--- src/rtl/core/assert_macros.svh ---
// assertion macros for the rtl files, included by the event fifo
`ifndef ASSERT_MACROS_SVH
`define ASSERT_MACROS_SVH

`ifndef ASSERT_OFF

`define ASSERT_CLK(label, prop) \
    label: assert property (@(posedge clk) disable iff (!rst_n) (prop)) \
        else $error("assertion failed");

`define ASSERT_NEVER(label, expr) \
    label: assert property (@(posedge clk) disable iff (!rst_n) !(expr)) \
        else $error("forbidden condition seen");

`else

`define ASSERT_CLK(label, prop)

`define ASSERT_NEVER(label, expr)

`endif

`endif

--- src/rtl/core/bcgd_pkg.sv ---
// shared types, codes and constants of the button gesture detector
package bcgd_pkg;

    localparam int NUM_BUTTONS = 8;
    localparam int SLOT_W      = 3;
    localparam int TIME_W      = 32;
    localparam int THR_W       = 16;
    localparam int CODE_W      = 3;
    localparam int FIFO_DEPTH  = 4;
    localparam int PTR_W       = 2;
    localparam int CNT_W       = 3;

    localparam logic [1:0] ST_IDLE         = 2'd0;
    localparam logic [1:0] ST_PRESSED      = 2'd1;
    localparam logic [1:0] ST_WAIT_DOUBLE  = 2'd2;
    localparam logic [1:0] ST_WAIT_RELEASE = 2'd3;

    localparam logic [CODE_W-1:0] EV_PRESS_DOWN   = 3'd0;
    localparam logic [CODE_W-1:0] EV_LONG_PRESS   = 3'd1;
    localparam logic [CODE_W-1:0] EV_RELEASE      = 3'd2;
    localparam logic [CODE_W-1:0] EV_SINGLE_CLICK = 3'd3;
    localparam logic [CODE_W-1:0] EV_DOUBLE_CLICK = 3'd4;

    localparam logic [7:0] REG_DEBOUNCE      = 8'd0;
    localparam logic [7:0] REG_LONG_PRESS    = 8'd1;
    localparam logic [7:0] REG_DOUBLE_WINDOW = 8'd2;
    localparam logic [7:0] REG_ACTIVE_LEVELS = 8'd3;

    localparam logic [THR_W-1:0]       DEBOUNCE_RST      = 16'd20;
    localparam logic [THR_W-1:0]       LONG_PRESS_RST    = 16'd1000;
    localparam logic [THR_W-1:0]       DOUBLE_WINDOW_RST = 16'd300;
    localparam logic [NUM_BUTTONS-1:0] ACTIVE_LEVELS_RST = '0;

    typedef struct packed {
        logic [1:0]        state;
        logic [TIME_W-1:0] press_stamp;
        logic [TIME_W-1:0] release_stamp;
        logic              press_sent;
    } slot_entry_t;

    typedef struct packed {
        logic              last;
        logic [CODE_W-1:0] code;
        logic [SLOT_W-1:0] button;
    } event_t;

    typedef struct packed {
        logic [THR_W-1:0] debounce;
        logic [THR_W-1:0] long_press;
        logic [THR_W-1:0] double_window;
    } thresholds_t;

endpackage

--- src/rtl/core/bcgd_slot_ram.sv ---
// per slot state memory, registered read, write forwarding, reset valid bits
module bcgd_slot_ram
(
    input  logic                        clk,
    input  logic                        rst_n,
    input  logic                        rd_en,
    input  logic [bcgd_pkg::SLOT_W-1:0] rd_addr,
    input  logic                        wr_en,
    input  logic [bcgd_pkg::SLOT_W-1:0] wr_addr,
    input  bcgd_pkg::slot_entry_t       wr_data,
    output bcgd_pkg::slot_entry_t       rd_data
);
    import bcgd_pkg::*;

    slot_entry_t            mem [NUM_BUTTONS];
    logic [NUM_BUTTONS-1:0] valid_reg;
    slot_entry_t            rdata_reg;
    logic                   rvalid_reg;
    logic                   fwd_reg;
    slot_entry_t            fwd_data_reg;

    always_ff @(posedge clk)
    begin
        if (wr_en)
        begin
            mem[wr_addr] <= wr_data;
        end
        if (rd_en)
        begin
            rdata_reg    <= mem[rd_addr];
            fwd_data_reg <= wr_data;
        end
    end

    always_ff @(posedge clk or negedge rst_n)
    begin
        if (!rst_n)
        begin
            valid_reg  <= '0;
            rvalid_reg <= 1'b0;
            fwd_reg    <= 1'b0;
        end
        else
        begin
            if (wr_en)
            begin
                valid_reg[wr_addr] <= 1'b1;
            end
            if (rd_en)
            begin
                rvalid_reg <= valid_reg[rd_addr];
                fwd_reg    <= wr_en && (wr_addr == rd_addr);
            end
        end
    end

    // never written entries read as the reset state
    assign rd_data = fwd_reg ? fwd_data_reg : (rvalid_reg ? rdata_reg : '0);

endmodule

--- src/rtl/core/bcgd_update.sv ---
// per slot gesture state update and event selection
module bcgd_update
(
    input  bcgd_pkg::slot_entry_t        cur,
    input  logic                         pressed,
    input  logic [bcgd_pkg::TIME_W-1:0]  now_ms,
    input  bcgd_pkg::thresholds_t        thr,
    output bcgd_pkg::slot_entry_t        nxt,
    output logic [1:0]                   ev_count,
    output logic [bcgd_pkg::CODE_W-1:0]  ev0_code,
    output logic [bcgd_pkg::CODE_W-1:0]  ev1_code
);
    import bcgd_pkg::*;

    logic [TIME_W-1:0] held;
    logic [TIME_W-1:0] gap;
    logic              held_deb;
    logic              held_long;
    logic              gap_in_window;

    assign held          = now_ms - cur.press_stamp;
    assign gap           = now_ms - cur.release_stamp;
    assign held_deb      = held >= TIME_W'(thr.debounce);
    assign held_long     = held >= TIME_W'(thr.long_press);
    assign gap_in_window = gap <= TIME_W'(thr.double_window);

    always_comb
    begin
        nxt      = cur;
        ev_count = 2'd0;
        ev0_code = EV_PRESS_DOWN;
        ev1_code = EV_PRESS_DOWN;
        unique case (cur.state)
            ST_IDLE:
            begin
                if (pressed)
                begin
                    nxt.press_stamp = now_ms;
                    nxt.press_sent  = 1'b0;
                    nxt.state       = ST_PRESSED;
                end
            end
            ST_PRESSED:
            begin
                if (pressed)
                begin
                    if (!cur.press_sent && held_deb)
                    begin
                        nxt.press_sent = 1'b1;
                        ev_count       = 2'd1;
                        if (held_long)
                        begin
                            ev_count  = 2'd2;
                            ev1_code  = EV_LONG_PRESS;
                            nxt.state = ST_WAIT_RELEASE;
                        end
                    end
                    else if (held_long)
                    begin
                        ev_count  = 2'd1;
                        ev0_code  = EV_LONG_PRESS;
                        nxt.state = ST_WAIT_RELEASE;
                    end
                end
                else if (held_deb)
                begin
                    nxt.release_stamp = now_ms;
                    ev_count          = 2'd1;
                    ev0_code          = EV_RELEASE;
                    nxt.state         = ST_WAIT_DOUBLE;
                end
                else
                begin
                    // short press, no event
                    nxt.state = ST_IDLE;
                end
            end
            ST_WAIT_DOUBLE:
            begin
                if (pressed)
                begin
                    if (gap_in_window)
                    begin
                        ev_count  = 2'd2;
                        ev1_code  = EV_DOUBLE_CLICK;
                        nxt.state = ST_WAIT_RELEASE;
                    end
                end
                else if (!gap_in_window)
                begin
                    ev_count  = 2'd1;
                    ev0_code  = EV_SINGLE_CLICK;
                    nxt.state = ST_IDLE;
                end
            end
            ST_WAIT_RELEASE:
            begin
                if (!pressed)
                begin
                    ev_count  = 2'd1;
                    ev0_code  = EV_RELEASE;
                    nxt.state = ST_IDLE;
                end
            end
            default:
            begin
                nxt = cur;
            end
        endcase
    end

endmodule

--- src/rtl/core/bcgd_event_fifo.sv ---
// event queue, up to two words pushed and one popped per cycle
`include "assert_macros.svh"

module bcgd_event_fifo
(
    input  logic                       clk,
    input  logic                       rst_n,
    input  logic [1:0]                 push_cnt,
    input  bcgd_pkg::event_t           push0,
    input  bcgd_pkg::event_t           push1,
    input  logic                       pop,
    output logic                       not_empty,
    output bcgd_pkg::event_t           head,
    output logic [bcgd_pkg::CNT_W-1:0] count
);
    import bcgd_pkg::*;

    event_t            buf_reg [FIFO_DEPTH];
    logic [PTR_W-1:0]  wr_ptr_reg;
    logic [PTR_W-1:0]  wr_ptr_next;
    logic [PTR_W-1:0]  wr_ptr_plus1;
    logic [PTR_W-1:0]  rd_ptr_reg;
    logic [PTR_W-1:0]  rd_ptr_next;
    logic [CNT_W-1:0]  cnt_reg;
    logic [CNT_W-1:0]  cnt_next;

    assign wr_ptr_plus1 = wr_ptr_reg + PTR_W'(1);
    assign wr_ptr_next  = wr_ptr_reg + PTR_W'(push_cnt);
    assign rd_ptr_next  = pop ? rd_ptr_reg + PTR_W'(1) : rd_ptr_reg;
    assign cnt_next     = cnt_reg + CNT_W'(push_cnt) - CNT_W'(pop);

    always_ff @(posedge clk)
    begin
        if (push_cnt != 2'd0)
        begin
            buf_reg[wr_ptr_reg] <= push0;
        end
        if (push_cnt == 2'd2)
        begin
            buf_reg[wr_ptr_plus1] <= push1;
        end
    end

    always_ff @(posedge clk or negedge rst_n)
    begin
        if (!rst_n)
        begin
            wr_ptr_reg <= '0;
            rd_ptr_reg <= '0;
            cnt_reg    <= '0;
        end
        else
        begin
            wr_ptr_reg <= wr_ptr_next;
            rd_ptr_reg <= rd_ptr_next;
            cnt_reg    <= cnt_next;
        end
    end

    assign not_empty = cnt_reg != '0;
    assign head      = buf_reg[rd_ptr_reg];
    assign count     = cnt_reg;

    `ASSERT_NEVER(a_fifo_overflow,
        (4'(cnt_reg) + 4'(push_cnt)) > (4'(FIFO_DEPTH) + 4'(pop)))
    `ASSERT_CLK(a_fifo_pop_drains,
        (pop && push_cnt == 2'd0) |=> (cnt_reg == $past(cnt_reg) - CNT_W'(1)))
    `ASSERT_CLK(a_fifo_push_shows, (push_cnt != 2'd0) |=> not_empty)

endmodule

--- src/rtl/core/button_click_gesture_detector.sv ---
// top level of the button click gesture detector
//
//  channel   dir  handshake                      payload
//  s_axis    in   s_axis_tvalid / s_axis_tready  tdata: button_index, pin_level, now_ms
//  m_axis    out  m_axis_tvalid / m_axis_tready  tdata: event_button, event_code; tlast
//  cfg       in   cfg_valid / cfg_ready          cfg_index, cfg_data
//
//  a sample is read from the slot memory into a register on accept; its entry is updated and
//  written back in the cycle after accept; same slot samples back to back get the write forwarded
//  a sample is taken while the queue has room for its two words and those of the
//  sample in flight; back to back samples need an empty queue
//  the event queue holds 4 words and sets the rate when m_axis stalls
//  reset clears control state and the slot valid bits and loads the threshold reset values at once
module button_click_gesture_detector
(
    input  logic        clk,
    input  logic        rst_n,
    input  logic        s_axis_tvalid,
    output logic        s_axis_tready,
    input  logic [39:0] s_axis_tdata,   // button_index[2:0], pin_level[3], now_ms[35:4], zero pad
    output logic        m_axis_tvalid,
    input  logic        m_axis_tready,
    output logic [7:0]  m_axis_tdata,   // event_button[2:0], event_code[5:3], zero pad
    output logic        m_axis_tlast,   // last_of_item
    input  logic        cfg_valid,
    output logic        cfg_ready,
    input  logic [7:0]  cfg_index,
    input  logic [15:0] cfg_data
);
    import bcgd_pkg::*;

    logic                   in_accept;
    logic [SLOT_W-1:0]      in_slot;
    logic                   in_level;
    logic [TIME_W-1:0]      in_now;

    thresholds_t            thr_reg;
    logic [NUM_BUTTONS-1:0] active_levels_reg;

    logic                   s1_valid_reg;
    logic [SLOT_W-1:0]      s1_slot_reg;
    logic                   s1_level_reg;
    logic [TIME_W-1:0]      s1_now_reg;
    logic                   s1_in_range;
    logic                   s1_pressed;
    logic                   s1_do;

    slot_entry_t            cur_entry;
    slot_entry_t            nxt_entry;
    logic [1:0]             ev_count;
    logic [CODE_W-1:0]      ev0_code;
    logic [CODE_W-1:0]      ev1_code;

    logic [1:0]             push_cnt;
    event_t                 push0;
    event_t                 push1;
    logic                   pop;
    logic                   q_not_empty;
    event_t                 q_head;
    logic [CNT_W-1:0]       q_count;

    assign in_slot  = s_axis_tdata[2:0];
    assign in_level = s_axis_tdata[3];
    assign in_now   = s_axis_tdata[35:4];

    // keep room for two words from the stage in flight and two from the new sample
    assign s_axis_tready = (4'(q_count) + (s1_valid_reg ? 4'd2 : 4'd0)) <= 4'(FIFO_DEPTH - 2);
    assign in_accept     = s_axis_tvalid && s_axis_tready;

    assign cfg_ready = 1'b1;

    always_ff @(posedge clk or negedge rst_n)
    begin
        if (!rst_n)
        begin
            thr_reg.debounce      <= DEBOUNCE_RST;
            thr_reg.long_press    <= LONG_PRESS_RST;
            thr_reg.double_window <= DOUBLE_WINDOW_RST;
            active_levels_reg     <= ACTIVE_LEVELS_RST;
        end
        else if (cfg_valid && cfg_ready)
        begin
            unique case (cfg_index)
                REG_DEBOUNCE:      thr_reg.debounce      <= cfg_data;
                REG_LONG_PRESS:    thr_reg.long_press    <= cfg_data;
                REG_DOUBLE_WINDOW: thr_reg.double_window <= cfg_data;
                REG_ACTIVE_LEVELS: active_levels_reg     <= cfg_data[NUM_BUTTONS-1:0];
                default:           active_levels_reg     <= active_levels_reg;
            endcase
        end
    end

    always_ff @(posedge clk or negedge rst_n)
    begin
        if (!rst_n)
        begin
            s1_valid_reg <= 1'b0;
        end
        else
        begin
            s1_valid_reg <= in_accept;
        end
    end

    always_ff @(posedge clk)
    begin
        if (in_accept)
        begin
            s1_slot_reg  <= in_slot;
            s1_level_reg <= in_level;
            s1_now_reg   <= in_now;
        end
    end

    assign s1_in_range = 32'(s1_slot_reg) < NUM_BUTTONS;
    assign s1_pressed  = s1_level_reg == active_levels_reg[s1_slot_reg];
    assign s1_do       = s1_valid_reg && s1_in_range;

    bcgd_slot_ram u_ram
    (
        .clk     (clk),
        .rst_n   (rst_n),
        .rd_en   (in_accept),
        .rd_addr (in_slot),
        .wr_en   (s1_do),
        .wr_addr (s1_slot_reg),
        .wr_data (nxt_entry),
        .rd_data (cur_entry)
    );

    bcgd_update u_update
    (
        .cur      (cur_entry),
        .pressed  (s1_pressed),
        .now_ms   (s1_now_reg),
        .thr      (thr_reg),
        .nxt      (nxt_entry),
        .ev_count (ev_count),
        .ev0_code (ev0_code),
        .ev1_code (ev1_code)
    );

    assign push_cnt     = s1_do ? ev_count : 2'd0;
    assign push0.button = s1_slot_reg;
    assign push0.code   = ev0_code;
    assign push0.last   = ev_count == 2'd1;
    assign push1.button = s1_slot_reg;
    assign push1.code   = ev1_code;
    assign push1.last   = 1'b1;

    assign pop = m_axis_tvalid && m_axis_tready;

    bcgd_event_fifo u_fifo
    (
        .clk       (clk),
        .rst_n     (rst_n),
        .push_cnt  (push_cnt),
        .push0     (push0),
        .push1     (push1),
        .pop       (pop),
        .not_empty (q_not_empty),
        .head      (q_head),
        .count     (q_count)
    );

    assign m_axis_tvalid = q_not_empty;
    assign m_axis_tdata  = {2'b00, q_head.code, q_head.button};
    assign m_axis_tlast  = q_head.last;

endmodule

--- config.mk ---
export PLATFORM = sky130hd
export DESIGN_NAME = button_click_gesture_detector
export DESIGN_NICKNAME = d
export VERILOG_FILES = /design/src/rtl/core/bcgd_pkg.sv /design/src/rtl/core/bcgd_slot_ram.sv /design/src/rtl/core/bcgd_update.sv /design/src/rtl/core/bcgd_event_fifo.sv /design/src/rtl/core/button_click_gesture_detector.sv
export VERILOG_INCLUDE_DIRS = /design/src /design/src/rtl/core
export SDC_FILE = /design/constraint.sdc
export NUM_CORES = 1
export LEC_CHECK = 0
export BUFFER_PORTS_ARGS = -buffer_cell sky130_fd_sc_hd__buf_2
export CELL_PAD_IN_SITES_DETAIL_PLACEMENT = 1
export CELL_PAD_IN_SITES_GLOBAL_PLACEMENT = 2
export CORE_UTILIZATION = 50
export DETAILED_ROUTE_END_ITERATION = 8
export PLACE_DENSITY_LB_ADDON = 0.1
export SYNTH_ARGS = -nofsm -noshare
export SYNTH_HDL_FRONTEND = slang
export SYNTH_SLANG_ARGS = --single-unit
--- constraint.sdc ---
create_clock -name clk -period 18.3 [get_ports clk]
set_input_delay 0 -clock clk [delete_from_list [all_inputs] [get_ports clk]]
set_output_delay 0 -clock clk [all_outputs]
set_load 0.02 [all_outputs]
* Word level (Yosys, flattened, before mapping)
Memory sizes are Yosys's and may differ from the RTL's. A register that Yosys moved wholly into a read port is not among the register bits.
Index checks and enable logic that the tools add are counted.
** Cells by class
- Add/subtract/negate cells :: 8
- $lt $le $gt $ge :: 7
- Eq/ne operators :: 10
- Mux-type cells :: 56
- Bitwise logic cells :: 1
- Reductions and logical operators :: 14
** Operators by type and width (number)
- $mux W67 :: 2
- $mux W32 :: 4
- $ge A32 B16 Y1 :: 2
- $sub A32 B32 Y32 :: 2
- $mux W2 :: 17
- $mux W34 :: 1
- $le A32 B16 Y1 :: 1
- $mux W3 :: 7
- $mux W1 :: 17
- $eq A8 B2 Y1 const B :: 2
- $pmux W3 S3 :: 1
- $eq A8 B1 Y1 const B :: 1
- $logic_not A8 Y1 :: 1
- $lt A3 B4 Y1 const B :: 2
- $or A8 B8 Y8 :: 1
- $pmux W2 S4 :: 1
- $reduce_and A2 Y1 :: 4
- $bmux W1 S3 :: 2
- $eq A2 B2 Y1 const B :: 3
- $pmux W2 S3 :: 1
- $pmux W3 S2 :: 1
- $logic_and A1 B1 Y1 :: 5
- $add A2 B1 Y2 const B :: 2
- $add A3 B2 Y4 :: 1
- other kinds (14) :: 15
** Storage, ports and cells
- Flip-flop bits (word level) :: 177
- RAM bits :: 564
- Input port bits :: 69
- Output and inout bits :: 12
- Word-level logic and storage cells :: 116
- Memories kept :: 2
** Memories
- u_ram.mem :: depth 8, width 67, rd ports 1, clocked after Yosys merged registers in 1, write ports 1, line bcgd_slot_ram.sv:15 : slot_entry_t mem [NUM_BUTTONS];
- u_fifo.buf_reg :: depth 4, width 7, rd ports 1, clocked after Yosys merged registers in 0, write ports 2, line bcgd_event_fifo.sv:18 : event_t buf_reg [FIFO_DEPTH];

* Depth between registers and ports, before layout
- Depth in word-level cells :: 12
- Mapped depth :: 32
- Depth with buffers taken out :: 28

* Cells and area by module
Synthesis repeated with hierarchy kept, for this count alone.
** Unflattened totals
- Cell total of the unflattened synthesis :: 2221
- Area, all modules :: 36978.0 um^2
** Modules (own cells, without submodules)
- bcgd_slot_ram :: instances 1, cells each 1039, area each 25284.2 um^2, seq. area each 20369.5 um^2
- bcgd_update :: instances 1, cells each 896, area each 6367.4 um^2, seq. area each 0.0 um^2
- button_click_gesture_detector :: instances 1, cells each 179, area each 3550.9 um^2, seq. area each 2522.4 um^2
- bcgd_event_fifo :: instances 1, cells each 107, area each 1775.5 um^2, seq. area each 1016.0 um^2

* Least setup slack after synthesis
No wires, ideal clock.
- Path kind :: register to register
- Start :: register u_ram.fwd_reg
- End :: register u_fifo.cnt_reg[2] (netlist: u_fifo.count[2])
- Arrival :: 6272 ps
- Slack :: 11906 ps
- Stages on the path, launching flop included :: 27
- Path buffers :: 7
- Clock period less this slack :: 6394 ps
- Path through :: dfrtp_1 buf_6 buf_6 buf_6 buf_4 clkbuf_1 clkbuf_1 a22oi_1 ha_1 clkbuf_1 nand4_1 or3_1 nor2_1 nand2_1 o221ai_1 o21ai_0 a32o_1 or4_1 or4b_2 ha_1 nand2_1 inv_1 a22oi_1 ha_1 inv_1 fa_1 xnor2_1
** On the way
- Word-level cells in the longest chain between the ends :: 10
- Elaborated cells on any way between the ends :: 23
** RTL lines
- start: declaration :: line bcgd_slot_ram.sv:19 : logic fwd_reg;
- start signal: assignment :: line bcgd_slot_ram.sv:52 : fwd_reg <= wr_en && (wr_addr == rd_addr);
- $mux W67 * :: line bcgd_slot_ram.sv:58 : assign rd_data = fwd_reg ? fwd_data_reg : (rvalid_reg ? rdata_reg : '0);
- $sub A32 B32 Y32 :: line bcgd_update.sv:21 : assign held = now_ms - cur.press_stamp;
- $ge A32 B16 Y1, on equally long branches :: line bcgd_update.sv:24, bcgd_update.sv:23
- $mux W1 (tied with other cells) :: line bcgd_update.sv:58 : else if (held_long)
- $mux W2 :: line bcgd_update.sv:47 : if (!cur.press_sent && held_deb)
- $mux W2 :: line bcgd_update.sv:45 : if (pressed)
- $pmux W2 S3 * :: line bcgd_update.sv:33 : unique case (cur.state)
- $mux W2 * :: line button_click_gesture_detector.sv:143 : assign push_cnt = s1_do ? ev_count : 2'd0;
- $add A3 B2 Y3 * :: line bcgd_event_fifo.sv:30 : assign cnt_next = cnt_reg + CNT_W'(push_cnt) - CNT_W'(pop);
- $sub A3 B1 Y3 * :: line bcgd_event_fifo.sv:30
- net u_fifo.cnt_next[2] :: line bcgd_event_fifo.sv:25 : logic [CNT_W-1:0] cnt_next;
- end signal: assignment :: line bcgd_event_fifo.sv:56 : cnt_reg <= cnt_next;
- end: declaration :: line bcgd_event_fifo.sv:24 : logic [CNT_W-1:0] cnt_reg;
The timed path passes the listed nets; every way through them passes the cells marked *.
A chain may end at the register's enable or synchronous reset.

* Worst setup path after layout
- Start :: register u_ram.fwd_reg
- End :: register u_fifo.cnt_reg[1] (netlist: u_fifo.count[1])
The elaborated chain is that of the path after synthesis.

==> qor.yml <==
floorplan:
  fp.dieH_um: 275.8
  coreArea_sq_mm: 0.07432
  start_util_pct: 50.45
  die_width_um: 275.8
  pin_count: 81
  dieArea_sq_mm: 0.07608
  core.rowCount: 100
worst_setup_path:
  cp_data_required_time_ps: 18830
  crit_path_frequent_cell: "ha_1"
  arrival_ps: 8650
  r2r_cells: 23
  cp-end-kind: "flip-flop"
  slowest_stage: "dfrtp_4"
  worstPathCellList: "nor2b_4, buf_4, a22o_1, ha_1, nand3_1, a32oi_1, a21oi_1, o311a_1, or2_2, a21oi_1, xnor2_1, ha_1, a21oi_1, o21ai_0, nor2_1, or4b_2, ha_1, nand2_1, inv_1, a22oi_1, ha_1, inv_1, fa_1"
  cp_max_fo: 83
  worst_r2r_endpoint: "u_fifo.count[1]"
  cp-start-kind: "flip-flop"
  timing.rr.start: "u_ram.fwd_reg"
  crit_family: "compound AO/OA/AOI/OAI gates"
  r2r_slack_ps: 10180
  worstSetupPathType: "flip-flop to flip-flop"
  cpPeakStageDelay_ps: 760
  cp.buffers_inverters: 3
clock_network:
  clk_pin_slew_worst_paths_ps: 60
  cts_buffers: 85
  h-tree-depth: 3
  cts_root_buffer: "clkbuf_16"
  post_cts_resize_count: 0
  clock_path_buffers: 3
  clkLatencyLatePin_ps: 660
  cts_sinks: 808
  cts_tree: "yes"
logic_synthesis:
  post_synth_num_cell_types: 98
  synth_edf_count: 726
  syn_avg_cell_area_sq_um: 15.14
  yosysTopAreaCell: "edfxtp_1"
  ys.flop_type: "edfxtp_1"
  synth_top_area_share_pct: 58.15
  seq_area_frac_synth_pct: 63.55
  synth_cells: 2477
  syn_area_sq_mm: 0.03749
  yosys_warnings: 0
  synth_seq_cells: 808
  synthArstFlopShare_pct: 9.158
  synthTopCellsByArea: "edfxtp_1 58%, mux4_2 8.7%, dfrtp_1 4.1%"
timing:
  max_slew.worst_pin.slew_ps: 1073
  hold_violations: 0
  fin_skew_ps: 46.76
  grt_setup_unrepaired: "false"
  finalCritPeriodShare_pct: 44.38
  period_needed_ps: 8122
  fmax_mhz: 123.1
  tns_ps: 0
  setup_viol: 0
  slew_violations: 0
  worst_hold_slack_ps: 41.80
  slew_headroom_pct: 28.49
run_status:
  status: "finished clean"
finish:
  syn2layout_area_growth_pct: 13.50
  insertedDiodeCount: 0
  nets: 2810
  final_util_pct: 57.26
  largest_register_ffs: 536
  mostFrequentLayoutCells: "726 x edfxtp_1, 145 x mux4_2, 123 x nand2_1"
  drive_gt1_share_pct: 20.39
  final_common_cell: "edfxtp_1"
place:
  dp_hpwl_um: 62560
  place_congestion: 0.8850
  port_buffers: 73
pwr:
  power.density_mw_per_mm2: 156.3
  leakagePower_uw: 0.01487
  peakVddDrop_v: 0.00009648
worst_hold_path:
  hp-class: "primary input to async pin"
detailed_routing:
  drc_errors: 0
  post_drt_wl_per_cell_um: 27.15
  viasPerCell: 6.170
  routed_wl_um: 99530
  firstDrtPassIters: 5
  dr.first_iter.drc_count: 1513
  drtAntennaViolNets: 0
  vias: 22620
grt:
  grt_max_degree: 94
  gr-total-overflow: 0
  antenna_found_initial: 1
  grtUsageTotal_pct: 26.42
  grt_pass1_vias: 23910
  grt_pass1_wl_um: 148100
job:
  maxCapViolations: 0
==> synthesized netlist by cell type, types with 19 or more instances <==
library cell,count
and2_1,21
buf_1,19
and3b_1,19
edfxtp_1,726
o21ai_0,73
a21oi_1,121
inv_1,113
nand4_1,28
nor3_1,32
clkbuf_1,83
dfrtp_1,62
mux2i_1,38
nand2_1,124
mux4_2,145
nor2_1,118
nand3_1,25
a22oi_1,52
mux2_2,112
a21o_1,28
ha_1,111
xnor2_1,37
==> cells by family (layout without fill, tap and decap cells) <==
logic type,Yosys count,count (layout),synth area share (%)
adders and majority gates,120,120,4.005
AOI/OAI and AO/OA,472,472,8.740
DFF,808,808,63.55
xor gates and xnor gates,50,50,1.168
muxes,295,295,13.09
other,2,3,0.02003
and+or+nand+nor,498,498,6.958
buffers and inverters,232,451,2.466
==> metrics by stage <==
stage | cell area (sq um) | std cells | total power, uW | worst slack, ps
floorplan | 37500 | 2478 | 4148 | 11910
global placement | 38910 | 3432 | 4812 | 10210
detailed placement | 38910 | 3432 | 4909 | 10180
CTS | 42550 | 3666 | 6679 | 10160
global route | 42550 | 3666 | 6980 | 9747
finish | 42550 | 3666 | 6650 | 10180
==> report_power, final <==
| group | internal, uW | switching (uW) | leakage, uW |
|---|---|---|---|
| Clock | 1010 | 738 | 0.00138 |
| Sequential | 2520 | 147 | 0.00764 |
| Combinational | 739 | 1500 | 0.00586 |
| Total | 4270 | 2380 | 0.0149 |
==> layer usage <==
metal	share of wire (%)	up-vias	global-route usage (%)
li1	-	10080	-
met1	45	11850	36.41
met2	49	526	44.47
met3	3.6	168	2.758
met4	2.7	0	7.996
met5	0	-	0
==> worst max path at each step <==
stage                       start              end  slack, ps  cells past startpoint
global placement    u_ram.fwd_reg  u_fifo.count[1]      10210                     23
floorplan           u_ram.fwd_reg  u_fifo.count[2]      11910                     26
finish              u_ram.fwd_reg  u_fifo.count[1]      10180                     23
detailed placement  u_ram.fwd_reg  u_fifo.count[1]      10180                     23
global route        u_ram.fwd_reg  u_fifo.count[2]       9750                     24
CTS                 u_ram.fwd_reg  u_fifo.count[1]      10160                     23
==> area by class of cell <==
type,count,area (sq um)
tap,969,1212
multi-input combinational,1438,12820
clock buffer,101,2208
timing repair buffer,181,1393
clock inverter,55,654.4
fill,6964,31770
inverter,114,432.9
sequential,808,23830
==> repair_timing <==
action | in CTS | in global routing
hold endpoints to repair | 160 | 0
hold buffers | 78 | 0
setup buffers | 0 | 0
==> worst reg2reg max path: stages (launching register included) <==
cell and delay (ps):
dfrtp_4 760, nor2b_4 230, buf_4 480, a22o_1 250, ha_1 250, nand3_1 100
a32oi_1 350, a21oi_1 200, o311a_1 480, or2_2 360, a21oi_1 380, xnor2_1 360
ha_1 370, a21oi_1 150, o21ai_0 100, nor2_1 440, or4b_2 750, ha_1 260
nand2_1 130, inv_1 80, a22oi_1 670, ha_1 370, inv_1 90, fa_1 380
Note: power is estimated with default switching activity, not from simulation.
